--- src/hdl/postfix_stack_evaluator_unit_defines.svh ---
// Assertion macros for the postfix evaluator.
`ifndef POSTFIX_STACK_EVALUATOR_UNIT_DEFINES_SVH
`define POSTFIX_STACK_EVALUATOR_UNIT_DEFINES_SVH

// Same-cycle implication, clocked on aclk, off during reset.
`define PSE_ASSERT_NOW(name, ante, cons, msg) \
    name: assert property (@(posedge aclk) disable iff (!aresetn) (ante) |-> (cons)) \
        else $error(msg);

// Next-cycle implication, clocked on aclk, off during reset.
`define PSE_ASSERT_NEXT(name, ante, cons, msg) \
    name: assert property (@(posedge aclk) disable iff (!aresetn) (ante) |=> (cons)) \
        else $error(msg);

`endif

--- src/hdl/pse_pkg.sv ---
// Constants and codes for the postfix evaluator.
`default_nettype none
package pse_pkg;
    localparam int STACK_DEPTH = 64;
    localparam int DEPTH_W     = $clog2(STACK_DEPTH + 1);
    localparam int ADDR_W      = $clog2(STACK_DEPTH);
    localparam int VALUE_W     = 32;
    localparam int STATUS_W    = 3;
    localparam int CHAR_W      = 8;
    localparam int OUT_TDATA_W = 40;

    localparam logic [CHAR_W-1:0] CHAR_PLUS  = 8'h2B;
    localparam logic [CHAR_W-1:0] CHAR_MINUS = 8'h2D;
    localparam logic [CHAR_W-1:0] CHAR_MUL   = 8'h2A;
    localparam logic [CHAR_W-1:0] CHAR_DIV   = 8'h2F;
    localparam logic [CHAR_W-1:0] CHAR_ZERO  = 8'h30;
    localparam logic [CHAR_W-1:0] CHAR_NINE  = 8'h39;

    localparam logic [STATUS_W-1:0] STATUS_OK        = 3'd0;
    localparam logic [STATUS_W-1:0] STATUS_INVALID   = 3'd1;
    localparam logic [STATUS_W-1:0] STATUS_UNDERFLOW = 3'd2;
    localparam logic [STATUS_W-1:0] STATUS_OVERFLOW  = 3'd3;
    localparam logic [STATUS_W-1:0] STATUS_DIVZERO   = 3'd4;

    typedef logic [VALUE_W-1:0] value_t;
endpackage
`default_nettype wire

--- src/hdl/postfix_stack_evaluator_unit.sv ---
// Postfix (RPN) expression evaluator with a RAM-backed operand stack.
//
// Input beats carry one ASCII character each on s_tdata; s_tlast marks the
// last character of an expression. Digits push, + - * / pop two and push
// the result (wrapping arithmetic, division truncates toward zero).
// On the last beat one result beat leaves on m_tdata: the top of stack and
// a status (ok, invalid char, underflow, overflow, divide by zero; value 0
// on error). The first error is held until the end of the expression, and
// the stack is then emptied.
// One character is processed at a time: a digit or an invalid character
// is decoded and finished, + - * add an execute step (stack RAM read, then
// the ALU), and / also runs the restoring divider and a sign fix-up.
// The result sits in an output register; the next character is accepted
// while it waits. If a further result is due before it is taken, the block
// holds in its final state until m_tready frees the register.
// Reset (aresetn low, synchronous) empties the stack, clears the error and
// drops m_tvalid. The stack RAM needs no clearing.
`default_nettype none
`include "postfix_stack_evaluator_unit_defines.svh"
module postfix_stack_evaluator_unit (
    input  wire logic                                aclk,
    input  wire logic                                aresetn,
    input  wire logic                                s_tvalid,
    output logic                                     s_tready,
    input  wire logic [pse_pkg::CHAR_W-1:0]          s_tdata,  // [7:0] symbol_char
    input  wire logic                                s_tlast,  // end_of_expression
    output logic                                     m_tvalid,
    input  wire logic                                m_tready,
    output logic [pse_pkg::OUT_TDATA_W-1:0]          m_tdata   // [31:0] result_value,
                                                               // [34:32] status, zero pad
);
    localparam logic [2:0] ST_IDLE = 3'd0;
    localparam logic [2:0] ST_DEC  = 3'd1;
    localparam logic [2:0] ST_EXEC = 3'd2;
    localparam logic [2:0] ST_DIV  = 3'd3;
    localparam logic [2:0] ST_DFIX = 3'd4;
    localparam logic [2:0] ST_FIN  = 3'd5;

    localparam int DW = pse_pkg::DEPTH_W;
    localparam int AW = pse_pkg::ADDR_W;
    localparam int VW = pse_pkg::VALUE_W;

    logic [2:0]                     state_reg, state_next;
    logic [DW-1:0]                  depth_reg, depth_next;
    logic [pse_pkg::STATUS_W-1:0]   err_reg, err_next;
    pse_pkg::value_t                tos_reg, tos_next;
    logic [pse_pkg::CHAR_W-1:0]     char_reg, char_next;
    logic                           last_reg, last_next;
    logic [VW-1:0]                  rem_reg, rem_next;
    pse_pkg::value_t                quot_reg, quot_next;
    pse_pkg::value_t                dvsr_reg, dvsr_next;
    logic                           neg_reg, neg_next;
    logic [4:0]                     cnt_reg, cnt_next;
    logic                           m_tvalid_reg, m_tvalid_next;
    pse_pkg::value_t                m_value_reg, m_value_next;
    logic [pse_pkg::STATUS_W-1:0]   m_status_reg, m_status_next;

    pse_pkg::value_t                stack_mem [pse_pkg::STACK_DEPTH];
    pse_pkg::value_t                rd_data_reg;
    logic [AW-1:0]                  rd_addr;
    logic [AW-1:0]                  wr_addr;
    logic                           mem_we;

    pse_pkg::value_t                op_a;
    pse_pkg::value_t                op_b;
    logic [VW:0]                    rem_shift;
    logic [VW:0]                    rem_sub;
    logic                           out_free;

    assign rd_addr   = AW'(depth_reg - DW'(2));
    assign wr_addr   = AW'(depth_reg - DW'(1));
    assign op_a      = rd_data_reg;
    assign op_b      = tos_reg;
    assign rem_shift = {rem_reg, quot_reg[VW-1]};
    assign rem_sub   = rem_shift - {1'b0, dvsr_reg};
    assign out_free  = !m_tvalid_reg || m_tready;

    assign s_tready = (state_reg == ST_IDLE);
    assign m_tvalid = m_tvalid_reg;
    assign m_tdata  = {{(pse_pkg::OUT_TDATA_W - VW - pse_pkg::STATUS_W){1'b0}},
                       m_status_reg, m_value_reg};

    // stack RAM: entries below the top; the top lives in tos_reg
    always_ff @(posedge aclk) begin
        if (mem_we) begin
            stack_mem[wr_addr] <= tos_reg;
        end
        rd_data_reg <= stack_mem[rd_addr];
    end

    always_comb begin
        state_next    = state_reg;
        depth_next    = depth_reg;
        err_next      = err_reg;
        tos_next      = tos_reg;
        char_next     = char_reg;
        last_next     = last_reg;
        rem_next      = rem_reg;
        quot_next     = quot_reg;
        dvsr_next     = dvsr_reg;
        neg_next      = neg_reg;
        cnt_next      = cnt_reg;
        m_tvalid_next = m_tvalid_reg && !m_tready;
        m_value_next  = m_value_reg;
        m_status_next = m_status_reg;
        mem_we        = 1'b0;

        case (state_reg)
            ST_IDLE: begin
                if (s_tvalid) begin
                    char_next  = s_tdata;
                    last_next  = s_tlast;
                    state_next = ST_DEC;
                end
            end
            ST_DEC: begin
                state_next = ST_FIN;
                if (err_reg == pse_pkg::STATUS_OK) begin
                    if (char_reg inside {[pse_pkg::CHAR_ZERO:pse_pkg::CHAR_NINE]}) begin
                        if (depth_reg == DW'(pse_pkg::STACK_DEPTH)) begin
                            err_next = pse_pkg::STATUS_OVERFLOW;
                        end else begin
                            mem_we     = (depth_reg != '0);
                            tos_next   = VW'(char_reg - pse_pkg::CHAR_ZERO);
                            depth_next = depth_reg + DW'(1);
                        end
                    end else if (char_reg inside {pse_pkg::CHAR_PLUS, pse_pkg::CHAR_MINUS,
                                                  pse_pkg::CHAR_MUL, pse_pkg::CHAR_DIV}) begin
                        if (depth_reg < DW'(2)) begin
                            err_next = pse_pkg::STATUS_UNDERFLOW;
                        end else begin
                            state_next = ST_EXEC;
                        end
                    end else begin
                        err_next = pse_pkg::STATUS_INVALID;
                    end
                end
            end
            ST_EXEC: begin
                state_next = ST_FIN;
                case (char_reg)
                    pse_pkg::CHAR_PLUS: begin
                        tos_next   = op_a + op_b;
                        depth_next = depth_reg - DW'(1);
                    end
                    pse_pkg::CHAR_MINUS: begin
                        tos_next   = op_a - op_b;
                        depth_next = depth_reg - DW'(1);
                    end
                    pse_pkg::CHAR_MUL: begin
                        tos_next   = op_a * op_b;
                        depth_next = depth_reg - DW'(1);
                    end
                    default: begin
                        if (op_b == '0) begin
                            err_next = pse_pkg::STATUS_DIVZERO;
                        end else begin
                            rem_next   = '0;
                            quot_next  = op_a[VW-1] ? (~op_a + VW'(1)) : op_a;
                            dvsr_next  = op_b[VW-1] ? (~op_b + VW'(1)) : op_b;
                            neg_next   = op_a[VW-1] ^ op_b[VW-1];
                            cnt_next   = '1;
                            state_next = ST_DIV;
                        end
                    end
                endcase
            end
            ST_DIV: begin
                // restoring division, one quotient bit per cycle
                if (!rem_sub[VW]) begin
                    rem_next  = rem_sub[VW-1:0];
                    quot_next = {quot_reg[VW-2:0], 1'b1};
                end else begin
                    rem_next  = rem_shift[VW-1:0];
                    quot_next = {quot_reg[VW-2:0], 1'b0};
                end
                cnt_next = cnt_reg - 5'd1;
                if (cnt_reg == '0) begin
                    state_next = ST_DFIX;
                end
            end
            ST_DFIX: begin
                tos_next   = neg_reg ? (~quot_reg + VW'(1)) : quot_reg;
                depth_next = depth_reg - DW'(1);
                state_next = ST_FIN;
            end
            ST_FIN: begin
                if (!last_reg) begin
                    state_next = ST_IDLE;
                end else if (out_free) begin
                    m_tvalid_next = 1'b1;
                    if (err_reg != pse_pkg::STATUS_OK) begin
                        m_status_next = err_reg;
                        m_value_next  = '0;
                    end else if (depth_reg == '0) begin
                        m_status_next = pse_pkg::STATUS_UNDERFLOW;
                        m_value_next  = '0;
                    end else begin
                        m_status_next = pse_pkg::STATUS_OK;
                        m_value_next  = tos_reg;
                    end
                    depth_next = '0;
                    err_next   = pse_pkg::STATUS_OK;
                    state_next = ST_IDLE;
                end
            end
            default: begin
                state_next = ST_IDLE;
            end
        endcase
    end

    always_ff @(posedge aclk) begin
        if (!aresetn) begin
            state_reg    <= ST_IDLE;
            depth_reg    <= '0;
            err_reg      <= pse_pkg::STATUS_OK;
            m_tvalid_reg <= 1'b0;
        end else begin
            state_reg    <= state_next;
            depth_reg    <= depth_next;
            err_reg      <= err_next;
            m_tvalid_reg <= m_tvalid_next;
        end
    end

    always_ff @(posedge aclk) begin
        tos_reg      <= tos_next;
        char_reg     <= char_next;
        last_reg     <= last_next;
        rem_reg      <= rem_next;
        quot_reg     <= quot_next;
        dvsr_reg     <= dvsr_next;
        neg_reg      <= neg_next;
        cnt_reg      <= cnt_next;
        m_value_reg  <= m_value_next;
        m_status_reg <= m_status_next;
    end

    `PSE_ASSERT_NOW(a_depth_bound, 1'b1,
        depth_reg <= DW'(pse_pkg::STACK_DEPTH), "stack depth out of range")
    `PSE_ASSERT_NOW(a_err_value_zero,
        m_tvalid_reg && (m_status_reg != pse_pkg::STATUS_OK),
        m_value_reg == '0, "non-zero value with error status")
    `PSE_ASSERT_NEXT(a_end_clears, (state_reg == ST_FIN) && last_reg && out_free,
        (depth_reg == '0) && (err_reg == pse_pkg::STATUS_OK) && m_tvalid_reg,
        "expression end did not clear stack")
    `PSE_ASSERT_NEXT(a_div_done, (state_reg == ST_DIV) && (cnt_reg == '0),
        state_reg == ST_DFIX, "divider did not finish")
endmodule
`default_nettype wire
--- config.mk ---
export PLATFORM = sky130hd
export DESIGN_NAME = postfix_stack_evaluator_unit
export DESIGN_NICKNAME = d
export VERILOG_FILES = /design/src/hdl/pse_pkg.sv /design/src/hdl/postfix_stack_evaluator_unit.sv
export VERILOG_INCLUDE_DIRS = /design/src /design/src/hdl
export SDC_FILE = /design/constraint.sdc
export NUM_CORES = 2
export LEC_CHECK = 0
export ABC_AREA = 1
export BUFFER_PORTS_ARGS = -buffer_cell sky130_fd_sc_hd__buf_2
export CAP_MARGIN = 25
export CORE_UTILIZATION = 50
export CTS_CLUSTER_DIAMETER = 30
export DETAILED_ROUTE_END_ITERATION = 16
export PLACE_DENSITY = 0.68
export SLEW_MARGIN = 20
export SYNTH_ARGS = -nofsm -noshare
export SYNTH_HDL_FRONTEND = slang
export SYNTH_SLANG_ARGS = --single-unit
--- constraint.sdc ---
create_clock -name aclk -period 8.1 [get_ports aclk]
set_input_delay 2.025 -clock aclk [delete_from_list [all_inputs] [get_ports aclk]]
set_output_delay 2.025 -clock aclk [all_outputs]
set_load 0.05 [all_outputs]
==> results_dict.tcl <==
set metrics [dict create \
    yosys.cell_count.top_type "edfxtp_1" \
    hold_viol 0 \
    grt_usage 0.309 \
    synthToLayoutAreaGrowth_pct 16.5 \
    overflow 0 \
    largest_register_ffs 2048 \
    fillers 17800 \
    ys_seq_elements 2272 \
    hpwl_um 211000 \
    period_minus_slack_ns 7.42 \
    die_area_um2 226000 \
    initial_core_util 0.504 \
    cp_top_family "adder cells" \
    h-tree-depth 5 \
    regMostFlops "stack_mem" \
    layout-drive-gt1-share 0.106 \
    antenna_found_initial 12 \
    postRouteAntennaNets 0 \
    setup-violations-final 0 \
    cp.required_ns 8.72 \
    r2r-start "op_a[13]" \
    cp_max_fo 12 \
    grt_pass1_wl_um 514000 \
    finalCritPeriodShare 0.915 \
    grt_max_degree 189 \
    crit_buf_inv 2 \
    fin_setup_tns_ns 0 \
    num_rows 173 \
    yosysSeqAreaShare 0.604 \
    cts.clk_slew.worst_paths_ns 0.05 \
    cts_buffers 416 \
    root_buffer "clkbuf_16" \
    ios 55 \
    clk_path_buf_depth 4 \
    endpoint_kind "flop" \
    yosys.area.top_type "edfxtp_1" \
    core_area_um2 223000 \
    synth_area_leaders "edfxtp_1 60%, fa_1 7.3%, o21ai_0 6.6%" \
    ys_types 64 \
    r2r-end "op_b[26]" \
    worst-r2r-cell-count 21 \
    synth_edf_count 2226 \
    vias 82800 \
    setup_slack_ns 0.685 \
    grt_pass1_vias 79400 \
    worst_pin_slew_ns 1.31 \
    register_area_um2 67800 \
    worst_clock_skew_ns 0.0973 \
    detail_route.first_pass.iterations 9 \
    hold_buffers 0 \
    die_h_um 476 \
    cp_cell_sequence "buf_4 > nand2_1 > fa_1 > fa_1 > fa_1 > inv_1 > fa_1 > fa_1 > fa_1 > fa_1 > fa_1 > ha_1 > a21o_1 > o21bai_1 > a21oi_1 > nand3_1 > a21oi_1 > xor2_1 > nand2_1 > nand3_1 > nand3_1" \
    port_buffers 49 \
    yosys.area.top_type_share 0.596 \
    status "finished, final reports clean" \
    rsz0062_at_grt "false" \
    critPathKind "reg2reg" \
    place_ws_ns 0.783 \
    clk_latency_ns 1.01 \
    multi_input_area_um2 38400 \
    dpl.cell_count 13000 \
    drt_iter0_markers 11300 \
    clock-sinks 2272 \
    critical_path.startpoint_type "flop" \
    synth-async-reset-ratio 0 \
    synth_common_cells "2,226 x edfxtp_1, 1,696 x nor2_1, 1,482 x o21ai_0, 1,148 x nand2_1, 1,033 x inv_1" \
    route.detailed.drc 0 \
    wl_per_cell_um 25.7 \
    nets 11100 \
    syn-cell-area_um2 112000 \
    holdPathStages 0 \
    synth_area_per_cell_um2 10.9 \
    critPathSlowestCell "dfxtp_1" \
    holdPathEnd "m_status_reg[2]" \
    tritoncts "built" \
    max_stage_delay_ns 0.91 \
    relSlewSlack 0.122 \
    die_w_um 476 \
    hold_class "reg2reg" \
    maxCapViolCount 0 \
    ff2ff_setup_slack_ns 0.68 \
    hp-start "err_reg[2]" \
    cpMostUsedCell "fa_1" \
    vias_per_cell 6.02 \
    cts_resized 0 \
    synth-main-ff-cell "edfxtp_1" \
    final_cell_count_no_fill 13800 \
    post-cts-setup-buffers 0 \
    arrival_ns 8.03 \
    finalMaxSlewViolations 0 \
    synth_cells 10300 \
    yosysWarnings 0 \
    drt-total-wl_um 353000 \
    fmax_ghz 0.135 \
    gp_congestion 0.964 \
]
kinds of logic after synthesis:
kind of cell / after synthesis / synth area share
flops: 2272 / 0.604
buf+inv: 1690 / 0.0584
simple gates: 3176 / 0.112
compound gates: 2468 / 0.121
other cells: 1 / 0.0000334
fa+ha+maj: 609 / 0.0954
xor+xnor: 113 / 0.00882
through the flow:
step | utilization | instance area (um2) | hold WS [ns]
after floorplan | - | 112000 | 0.457
after detailed placement | 0.524 | 117000 | 0.453
after CTS | 0.587 | 131000 | 0.433
final | 0.587 | 131000 | 0.435
after global placement | 0.523 | 116000 | 0.447
after global routing | 0.587 | 131000 | 0.453
worst max path at each step:
stage	startpoint	endpoint	slack, ns	cells after the start
detailed placement	op_b[2]	op_b[29]	0.78	26
CTS	op_a[13]	op_b[29]	0.74	25
global placement	op_b[4]	op_b[31]	0.78	27
finish	op_a[13]	op_b[26]	0.68	21
floorplan	op_b[7]	op_b[29]	0.50	27
global route	op_a[5]	op_b[22]	0.27	26
area by class of cell:
type | count | share of cell area
antenna | 5 | 0.0000958
clock buffer | 468 | 0.0822
clock inverter | 288 | 0.0250
inverter | 1046 | 0.0303
multi-input combinational | 6371 | 0.294
sequential | 2272 | 0.519
tap | 2975 | 0.0285
timing repair buffer | 339 | 0.0208
worst register-to-register path: stages (launching register included):
cell,delay [ns]
dfxtp_1,0.91
buf_4,0.35
nand2_1,0.10
fa_1,0.53
fa_1,0.52
fa_1,0.55
inv_1,0.05
fa_1,0.40
fa_1,0.47
fa_1,0.58
fa_1,0.43
fa_1,0.45
ha_1,0.36
a21o_1,0.21
o21bai_1,0.20
a21oi_1,0.15
nand3_1,0.18
a21oi_1,0.21
xor2_1,0.17
nand2_1,0.07
nand3_1,0.10
nand3_1,0.08
cells in the final DEF (no fill, tap or decap), types with 29 or more instances in the layout:
| cell type | count |
|---|---|
| a21oi_1 | 170 |
| buf_2 | 50 |
| buf_4 | 263 |
| bufinv_16 | 58 |
| clkbuf_1 | 43 |
| clkbuf_16 | 420 |
| clkinv_1 | 56 |
| clkinv_2 | 63 |
| clkinv_4 | 29 |
| clkinvlp_4 | 43 |
| dfxtp_1 | 43 |
| edfxtp_1 | 2226 |
| fa_1 | 410 |
| ha_1 | 198 |
| inv_1 | 1030 |
| inv_6 | 36 |
| nand2_1 | 1147 |
| nand3_1 | 174 |
| nor2_1 | 1631 |
| nor2_4 | 68 |
| nor3_1 | 58 |
| o21ai_0 | 1480 |
| o21ai_1 | 47 |
| o22ai_1 | 632 |
| xnor2_1 | 33 |
| xor2_1 | 77 |
routing by layer:
metal	wire length, um	share of wire	global-route usage
met1	135000	0.38	0.420
met3	42400	0.12	0.0690
met5	122	0.00035	0.00128
met2	158000	0.45	0.472
met4	17500	0.050	0.144
Power is left out: the tool's default activity adds up to more than one toggle a clock period on the data nets, which glitch-free logic cannot reach.
